`src/rtl/core/msvf_pkg.sv`:
```
// Package: types, constants and arithmetic helpers of the state variable filter
package msvf_pkg;

    localparam int NUM_CHANNELS_DEF = 2;
    localparam int SAMPLE_BITS_DEF  = 24;
    localparam int COEF_BITS_DEF    = 24;

    localparam int WORK_BITS = 32;
    localparam int NUM_REGS  = 7;
    localparam int IDX_BITS  = 3;

    // Register indexes
    localparam logic [IDX_BITS-1:0] REG_A1 = 3'd0;
    localparam logic [IDX_BITS-1:0] REG_A2 = 3'd1;
    localparam logic [IDX_BITS-1:0] REG_A3 = 3'd2;
    localparam logic [IDX_BITS-1:0] REG_K  = 3'd3;
    localparam logic [IDX_BITS-1:0] REG_WL = 3'd4;
    localparam logic [IDX_BITS-1:0] REG_WB = 3'd5;
    localparam logic [IDX_BITS-1:0] REG_WH = 3'd6;

    // Fixed payload widths of the default build
    typedef struct packed {
        logic signed [23:0] sample_in;
        logic               chan;
    } in_item_t;

    typedef struct packed {
        logic signed [23:0] sample_out;
        logic               out_chan;
    } out_item_t;

    typedef enum logic [1:0] {
        ST_IDLE,
        ST_MUL,
        ST_STEP,
        ST_OUT
    } state_t;

    // Saturate a 36-bit signed sum to 32 bits
    function automatic logic signed [WORK_BITS-1:0] sat36(input logic signed [35:0] v);
        logic signed [WORK_BITS-1:0] r;
        if (v > 36'sd2147483647)
            r = 32'sh7fffffff;
        else if (v < -36'sd2147483648)
            r = 32'sh80000000;
        else
            r = v[WORK_BITS-1:0];
        return r;
    endfunction

endpackage

```
`src/rtl/core/msvf_serial_mul.sv`:
```
// Bit-serial multiplier: unsigned coefficient times signed 32-bit value, rounded
module msvf_serial_mul #(
    parameter int COEF_BITS = msvf_pkg::COEF_BITS_DEF
) (
    input  logic                        clk,
    input  logic                        rst_n,
    input  logic                        start,
    input  logic [COEF_BITS-1:0]        coef,
    input  logic signed [31:0]          val,
    output logic                        done,
    output logic signed [35:0]          prod
);
    localparam int CFRAC  = COEF_BITS - 2;
    localparam int ACC_W  = 32 + COEF_BITS + 1;
    localparam int CNT_W  = $clog2(COEF_BITS + 1);

    logic [COEF_BITS-1:0]     coef_reg;
    logic signed [ACC_W-1:0]  acc_reg;
    logic signed [ACC_W-1:0]  addend_reg;
    logic [CNT_W-1:0]         cnt_reg;
    logic                     busy_reg;
    logic                     done_reg;
    logic signed [ACC_W-1:0]  rnd;

    // One coefficient bit per cycle, LSB first, shifted addend
    // done rises together with the last partial sum landing in the accumulator
    always_ff @(posedge clk or negedge rst_n)
    begin
        if (!rst_n)
        begin
            busy_reg <= 1'b0;
            cnt_reg  <= '0;
            done_reg <= 1'b0;
        end
        else if (start)
        begin
            busy_reg <= 1'b1;
            cnt_reg  <= '0;
            done_reg <= 1'b0;
        end
        else if (busy_reg)
        begin
            cnt_reg  <= cnt_reg + 1'b1;
            done_reg <= (cnt_reg == CNT_W'(COEF_BITS - 1));
            if (cnt_reg == CNT_W'(COEF_BITS - 1))
                busy_reg <= 1'b0;
        end
        else
        begin
            done_reg <= 1'b0;
        end
    end

    always_ff @(posedge clk)
    begin
        if (start)
        begin
            coef_reg   <= coef;
            acc_reg    <= ACC_W'(signed'(1) <<< (CFRAC - 1));
            addend_reg <= ACC_W'(val);
        end
        else if (busy_reg)
        begin
            if (coef_reg[0])
                acc_reg <= acc_reg + addend_reg;
            coef_reg   <= coef_reg >> 1;
            addend_reg <= addend_reg <<< 1;
        end
    end

    assign done = done_reg;
    assign rnd  = acc_reg >>> CFRAC;
    assign prod = rnd[35:0];
endmodule

```
`src/rtl/core/morphing_state_variable_filter_unit.sv`:
```
// Two-channel trapezoidal state variable filter with one shared bit-serial multiplier.
// Each request runs eight products through the serial multiplier; each product starts
// from a load step and waits in the multiply state until done. One request is in flight
// at a time; the result register holds until taken while the next request may be
// accepted only after that.
module morphing_state_variable_filter_unit #(
    parameter int NUM_CHANNELS = msvf_pkg::NUM_CHANNELS_DEF,
    parameter int COEF_BITS    = msvf_pkg::COEF_BITS_DEF
) (
    input  logic                      clk,
    input  logic                      rst_n,
    input  logic                      in_valid,
    output logic                      in_ready,
    input  msvf_pkg::in_item_t        in_data,
    output logic                      out_valid,
    input  logic                      out_ready,
    output msvf_pkg::out_item_t       out_data,
    input  logic                      cfg_we,
    input  logic [msvf_pkg::IDX_BITS-1:0] cfg_index,
    input  logic [COEF_BITS-1:0]      cfg_data
);
    localparam int CH_W = (NUM_CHANNELS > 1) ? $clog2(NUM_CHANNELS) : 1;
    localparam int SHIFT = 25 - msvf_pkg::SAMPLE_BITS_DEF;

    logic [COEF_BITS-1:0] a1_reg, a2_reg, a3_reg, k_reg;
    logic [COEF_BITS-2:0] wl_reg, wb_reg, wh_reg;

    logic signed [31:0] i1_reg [NUM_CHANNELS];
    logic signed [31:0] i2_reg [NUM_CHANNELS];

    msvf_pkg::state_t state_reg, state_next;
    logic [3:0] op_reg, op_next;
    logic [CH_W-1:0] ch_reg;
    logic            chbit_reg;
    logic signed [31:0] x_reg, v3_reg, v1_reg, v2_reg, bp_reg, hp_reg, i1c_reg, i2c_reg;
    logic signed [35:0] t_reg, acc_reg;
    logic signed [23:0] y_reg;

    logic mstart, mdone;
    logic [COEF_BITS-1:0] mcoef;
    logic signed [31:0] mval;
    logic signed [35:0] mprod;

    // Configuration writes
    always_ff @(posedge clk or negedge rst_n)
    begin
        if (!rst_n)
        begin
            a1_reg <= COEF_BITS'(187310);
            a2_reg <= COEF_BITS'(699051);
            a3_reg <= COEF_BITS'(2608891);
            k_reg  <= COEF_BITS'(8388608);
            wl_reg <= (COEF_BITS-1)'(4194304);
            wb_reg <= '0;
            wh_reg <= '0;
        end
        else if (cfg_we)
        begin
            unique case (cfg_index)
                msvf_pkg::REG_A1: a1_reg <= cfg_data;
                msvf_pkg::REG_A2: a2_reg <= cfg_data;
                msvf_pkg::REG_A3: a3_reg <= cfg_data;
                msvf_pkg::REG_K:  k_reg  <= cfg_data;
                msvf_pkg::REG_WL: wl_reg <= cfg_data[COEF_BITS-2:0];
                msvf_pkg::REG_WB: wb_reg <= cfg_data[COEF_BITS-2:0];
                msvf_pkg::REG_WH: wh_reg <= cfg_data[COEF_BITS-2:0];
                default: ;
            endcase
        end
    end

    // Operand select for the current product
    always_comb
    begin
        mcoef = '0;
        mval  = '0;
        case (op_reg)
            4'd0: begin mcoef = a1_reg; mval = i1c_reg; end
            4'd1: begin mcoef = a2_reg; mval = v3_reg;  end
            4'd2: begin mcoef = a2_reg; mval = i1c_reg; end
            4'd3: begin mcoef = a3_reg; mval = v3_reg;  end
            4'd4: begin mcoef = k_reg;  mval = v1_reg;  end
            4'd5: begin mcoef = COEF_BITS'(wl_reg); mval = v2_reg; end
            4'd6: begin mcoef = COEF_BITS'(wb_reg); mval = bp_reg; end
            4'd7: begin mcoef = COEF_BITS'(wh_reg); mval = hp_reg; end
            default: ;
        endcase
    end

    msvf_serial_mul #(.COEF_BITS(COEF_BITS)) u_mul (
        .clk   (clk),
        .rst_n (rst_n),
        .start (mstart),
        .coef  (mcoef),
        .val   (mval),
        .done  (mdone),
        .prod  (mprod)
    );

    // Sequencer
    always_comb
    begin
        state_next = state_reg;
        op_next    = op_reg;
        mstart     = 1'b0;
        unique case (state_reg)
            msvf_pkg::ST_IDLE:
                if (in_valid) state_next = msvf_pkg::ST_STEP;
            msvf_pkg::ST_STEP:
            begin
                mstart = 1'b1;
                state_next = msvf_pkg::ST_MUL;
            end
            msvf_pkg::ST_MUL:
                if (mdone)
                begin
                    op_next = op_reg + 4'd1;
                    state_next = (op_reg == 4'd7) ? msvf_pkg::ST_OUT : msvf_pkg::ST_STEP;
                end
            msvf_pkg::ST_OUT:
                if (out_ready) state_next = msvf_pkg::ST_IDLE;
            default: state_next = msvf_pkg::ST_IDLE;
        endcase
        if (state_reg == msvf_pkg::ST_IDLE) op_next = 4'd0;
    end

    always_ff @(posedge clk or negedge rst_n)
    begin
        if (!rst_n)
        begin
            state_reg <= msvf_pkg::ST_IDLE;
            op_reg    <= '0;
        end
        else
        begin
            state_reg <= state_next;
            op_reg    <= op_next;
        end
    end

    assign in_ready  = (state_reg == msvf_pkg::ST_IDLE);
    assign out_valid = (state_reg == msvf_pkg::ST_OUT);
    assign out_data.sample_out = y_reg;
    assign out_data.out_chan   = chbit_reg;

    // Intermediate sums with saturation
    logic signed [35:0] s_sum, s_v3, s_2v1, s_2v2, s_hp, s_out, y_round;
    logic [CH_W-1:0] in_ch;
    logic signed [31:0] x_in;
    // one-bit channel field: a single channel folds everything onto entry zero
    assign in_ch = (NUM_CHANNELS > 1) ? CH_W'(in_data.chan) : '0;
    assign x_in  = msvf_pkg::sat36(36'(in_data.sample_in) <<< SHIFT);
    assign s_v3  = 36'(x_in) - 36'(i2_reg[in_ch]);
    assign s_sum = t_reg + mprod;
    assign s_2v1 = (36'(msvf_pkg::sat36(s_sum)) <<< 1) - 36'(i1c_reg);
    assign s_2v2 = (36'(msvf_pkg::sat36(s_sum)) <<< 1) - 36'(i2c_reg);
    assign s_hp  = 36'(x_reg) - 36'(msvf_pkg::sat36(mprod)) - 36'(v2_reg);
    assign s_out = acc_reg + mprod;
    assign y_round = (s_out + 36'sd1) >>> SHIFT;

    // Datapath registers and integrator update
    always_ff @(posedge clk or negedge rst_n)
    begin
        if (!rst_n)
        begin
            for (int c = 0; c < NUM_CHANNELS; c++)
            begin
                i1_reg[c] <= '0;
                i2_reg[c] <= '0;
            end
        end
        else if (state_reg == msvf_pkg::ST_MUL && mdone)
        begin
            if (op_reg == 4'd1) i1_reg[ch_reg] <= msvf_pkg::sat36(s_2v1);
            if (op_reg == 4'd3) i2_reg[ch_reg] <= msvf_pkg::sat36(s_2v2);
        end
    end

    always_ff @(posedge clk)
    begin
        if (state_reg == msvf_pkg::ST_IDLE && in_valid)
        begin
            ch_reg    <= in_ch;
            chbit_reg <= in_data.chan;
            x_reg     <= x_in;
            v3_reg    <= msvf_pkg::sat36(s_v3);
            i1c_reg   <= i1_reg[in_ch];
            i2c_reg   <= i2_reg[in_ch];
        end
        else if (state_reg == msvf_pkg::ST_MUL && mdone)
        begin
            case (op_reg)
                4'd0: t_reg <= mprod;
                4'd1: begin v1_reg <= msvf_pkg::sat36(s_sum); t_reg <= 36'(i2c_reg); end
                4'd2: t_reg <= t_reg + mprod;
                4'd3: v2_reg <= msvf_pkg::sat36(s_sum);
                4'd4: begin bp_reg <= msvf_pkg::sat36(mprod);
                            hp_reg <= msvf_pkg::sat36(s_hp); end
                4'd5: acc_reg <= mprod;
                4'd6: acc_reg <= s_out;
                4'd7:
                begin
                    if (y_round > 36'sd8388607)       y_reg <= 24'sh7fffff;
                    else if (y_round < -36'sd8388608) y_reg <= 24'sh800000;
                    else                               y_reg <= y_round[23:0];
                end
                default: ;
            endcase
        end
    end
endmodule

```
`config.mk`:
```
export PLATFORM = sky130hd
export DESIGN_NAME = morphing_state_variable_filter_unit
export DESIGN_NICKNAME = d
export VERILOG_FILES = /design/src/rtl/core/msvf_pkg.sv /design/src/rtl/core/msvf_serial_mul.sv /design/src/rtl/core/morphing_state_variable_filter_unit.sv
export SDC_FILE = /design/constraint.sdc
export NUM_CORES = 2
export LEC_CHECK = 0
export BUFFER_PORTS_ARGS = -buffer_cell sky130_fd_sc_hd__buf_2
export CAP_MARGIN = 30
export CORE_AREA = 2 2 328 330
export CTS_BUF_LIST = sky130_fd_sc_hd__clkbuf_4 sky130_fd_sc_hd__clkbuf_8 sky130_fd_sc_hd__clkbuf_16
export DETAILED_ROUTE_END_ITERATION = 10
export DIE_AREA = 0 0 330 332
export PLACE_DENSITY = 0.6
export SETUP_SLACK_MARGIN = 0.1
export SLEW_MARGIN = 15
export SYNTH_ARGS = -nofsm -noshare
export SYNTH_HDL_FRONTEND = slang
export SYNTH_SLANG_ARGS = --single-unit
```
`constraint.sdc`:
```
create_clock -name clk -period 14.1 [get_ports clk]
set_input_delay 1.41 -clock clk [delete_from_list [all_inputs] [get_ports clk]]
set_output_delay 1.41 -clock clk [all_outputs]
set_load 0.05 [all_outputs]
```
==> impl_metrics.toml <==
[cts]
ctsHoldBuffers = 0
post_cts_buffers = 0
cts_resized = 0
cts_made_buffers = 91
cts.path.max_buffers = 3
cts-root-buf = "clkbuf_16"
clk_transition_reported_paths_ns = 0.06
cts_tree = "yes"
insertion_delay_ns = 0.69
clock_sinks = 789
htreeDepth = 3

[synth]
synth-simple-area-share = 0.105
synth_cells = 4633
synth_area_leaders = "edfxtp_1 27%, dfrtp_1 14%, ha_1 7.0%"
synth_xor_xnor_area_share = 0.0432
yosysUniqueCellTypes = 89
ys_seq_elements = 789
synth.avg_cell_area_sq_um = 10.2
synth_largest_area_cell = "edfxtp_1"
yosysMostFrequentCell = "edfxtp_1"
ys_warn_count = 0
synth_mux_area_frac = 0.0588
synth_fa_ha_area_frac = 0.0919
synth_common_cells = "426 x edfxtp_1, 420 x nand2_1, 385 x a21oi_1, 341 x o21ai_0, 267 x inv_1"
synth_compound_area_frac = 0.204
synth-edff-count = 426
synthesis.area_sq_um = 47300
synth-main-ff-cell = "edfxtp_1"
ys_seq_area_frac = 0.458
synth_top_family_by_area = "compound AO/OA/AOI/OAI gates"
synth_async_sr_flop_share = 0.388
yosys.area.top_type_share = 0.271
syn-num-nets = 4990

[finish]
syn_to_final_growth_pct = 11.5
layout-drive-gt1-share = 0.141
fillers = 9773
final_area_sq_um = 52700
post-route-util = 0.496
layout.nets = 5030
final_cells = 6156

[placed_design]
port-buffer-count = 83
globalplace.congestion = 0.953
dp.cells = 5981
dpl_cell_area_sq_um = 49500
hpwl_microns = 101000

[sta]
holdWs_ns = 0.459
max_freq_ghz = 0.108
worst_pin_slew_ns = 1.04
setup_tns_ns = 0
setup_viol = 0
finalClockSkew_ns = 0.0245
period_minus_slack_ns = 9.23
fin_crit_sh = 0.655
slew_viol_final = 0
slew-limit-headroom = 0.289
hold_viol = 0
rsz0062_at_grt = "no"

[worst_setup_path]
end_kind = "flop"
path_max_fanout = 32
path_common_cell = "o21ai_0"
reg2reg_depth = 30
worstSetupPathType = "flop to flop"
r2r-end = "i1_reg[0]$_DFFE_PN0P_"
r2r_slack_ns = 4.87
timing.rr.start = "u_mul.acc_reg[24]$_SDFFE_PP0P_"
slowest_stage = "o32ai_1"
critPathRequiredTime_ns = 14.64
crit_path_start_kind = "flop"
arrival_ns = 9.77
slowest_delay_ns = 0.76

[power_and_ir_drop]
ir_worst_vdd_v = 0.000107
leakage_uw = 0.0231
powerDensity_nw_per_um2 = 101

[floorplan]
die_h_microns = 332
core_sq_um = 106000
num_rows = 120
initial_core_util = 0.445
die_x_microns = 330
die_area_sq_um = 110000
ios = 84

[min_path]
hold-path-endpoint = "u_mul.acc_reg[8]$_SDFFE_PP0P_"
hold_path_class = "flop to flop"
hp-start = "u_mul.acc_reg[8]$_SDFFE_PP0P_"
min_path_cells = 2

[job]
cap_violations = 0

[grt]
grt_max_degree = 134
grt_pass1_vias = 34900
grt_pass1_wl_microns = 215000
grt_overflow = 0
antenna_found_initial = 4
grt_use_total = 0.254

[route]
ant_nets = 0
drtPass1Iterations = 9
wl_met1_microns = 63000
met3_length_microns = 8770
routed.top_layer = "met5"
wl_met2_microns = 65000
vias = 36600
routed_wl_microns = 141000
drc = 3
vias_per_cell = 5.95
routedWlPerCell_microns = 22.9
drt_iter0_markers = 3500

[status]
outcome = "finished, violations left"
violations = "DRC"
[layer usage]
| metal | vias to the layer above | GRT usage |
|---|---|---|
| met4 | 2 | 0.0794 |
| li1 | 17200 | - |
| met5 | - | 0 |
| met2 | 1130 | 0.401 |
| met3 | 199 | 0.0330 |
| met1 | 18100 | 0.363 |
[critical path: cells and delay by family, from the launching register on]
| kind | cells | cell delay, ns |
|---|---|---|
| AOI/OAI and AO/OA | 21 | 6.25 |
| DFF | 1 | 0.49 |
| adders and majority gates | 2 | 0.61 |
| buffers and inverters | 2 | 0.60 |
| and+or+nand+nor | 4 | 0.50 |
| xor gates and xnor gates | 1 | 0.57 |
[where the power goes]
| part | total (uW) | internal (uW) | switching, uW |
|---|---|---|---|
| registers | 2590 | 2540 | 51.2 |
| clock network | 2500 | 1450 | 1040 |
| logic | 252 | 133 | 119 |
[stage by stage]
stage / worst slack, ns / power, uW
floorplan: 7.04 / 2800
global placement: 5.32 / 2880
detailed placement: 5.13 / 2890
CTS: 5.07 / 5380
global route: 4.25 / 5510
finish: 4.87 / 5340
[worst max path at each step]
| stage | from | to | slack (ns) |
|---|---|---|---|
| final | u_mul.acc_reg[24]$_SDFFE_PP0P_ | i1_reg[0]$_DFFE_PN0P_ | 4.87 |
| after global routing | u_mul.acc_reg[24]$_SDFFE_PP0P_ | i1_reg[0]$_DFFE_PN0P_ | 4.25 |
| after CTS | u_mul.acc_reg[24]$_SDFFE_PP0P_ | i1_reg[32]$_DFFE_PN0P_ | 5.07 |
| after detailed placement | u_mul.acc_reg[24]$_SDFFE_PP0P_ | i1_reg[32]$_DFFE_PN0P_ | 5.13 |
| after global placement | u_mul.acc_reg[24]$_SDFFE_PP0P_ | i1_reg[32]$_DFFE_PN0P_ | 5.32 |
| after floorplan | u_mul.acc_reg[25]$_SDFFE_PP0P_ | i1_reg[0]$_DFFE_PN0P_ | 7.04 |
[area by class of cell]
class                   count  area (sq um)  share of cell area
well taps                1403          1760              0.0333
inverters                 267          1000              0.0190
repair buffers            165          1130              0.0214
clock inverters            55           661              0.0125
clock buffers             117          2530              0.0480
multi-input cells        3359         24000               0.455
diodes                      1          2.50           0.0000475
flip-flops and latches    789         21600               0.411
[cells by family after synthesis]
kind of cell    after synthesis
xor+xnor                    233
flops                       789
buf+inv                     485
compound gates             1486
mux                         251
fa+ha+maj                   331
simple gates               1058
[layout by cell type (no fill, tap or decap), types with 36 or more instances in the layout]
cell       synthesis  layout
edfxtp_1         426     426
clkbuf_16          0      92
o21a_1            36      36
buf_4              1      74
o21ai_0          341     341
dfstp_2           41      41
nand2_1          420     416
nand3_1           85      85
nor2_1           220     211
a21o_1           215     215
nand2b_1          38      37
ha_1             263     263
a21oi_1          385     385
dfxtp_1           57      57
fa_1              37      37
xnor2_1          135     135
inv_1            267     267
nor3_1            60      56
mux2_2           214     214
buf_2             10      83
dfrtp_1          265     265
nand4_1           37      37
a22oi_1          145     145
mux2i_1           37      37
xor2_1            98      97
Note: power is estimated with default switching activity, not from simulation.
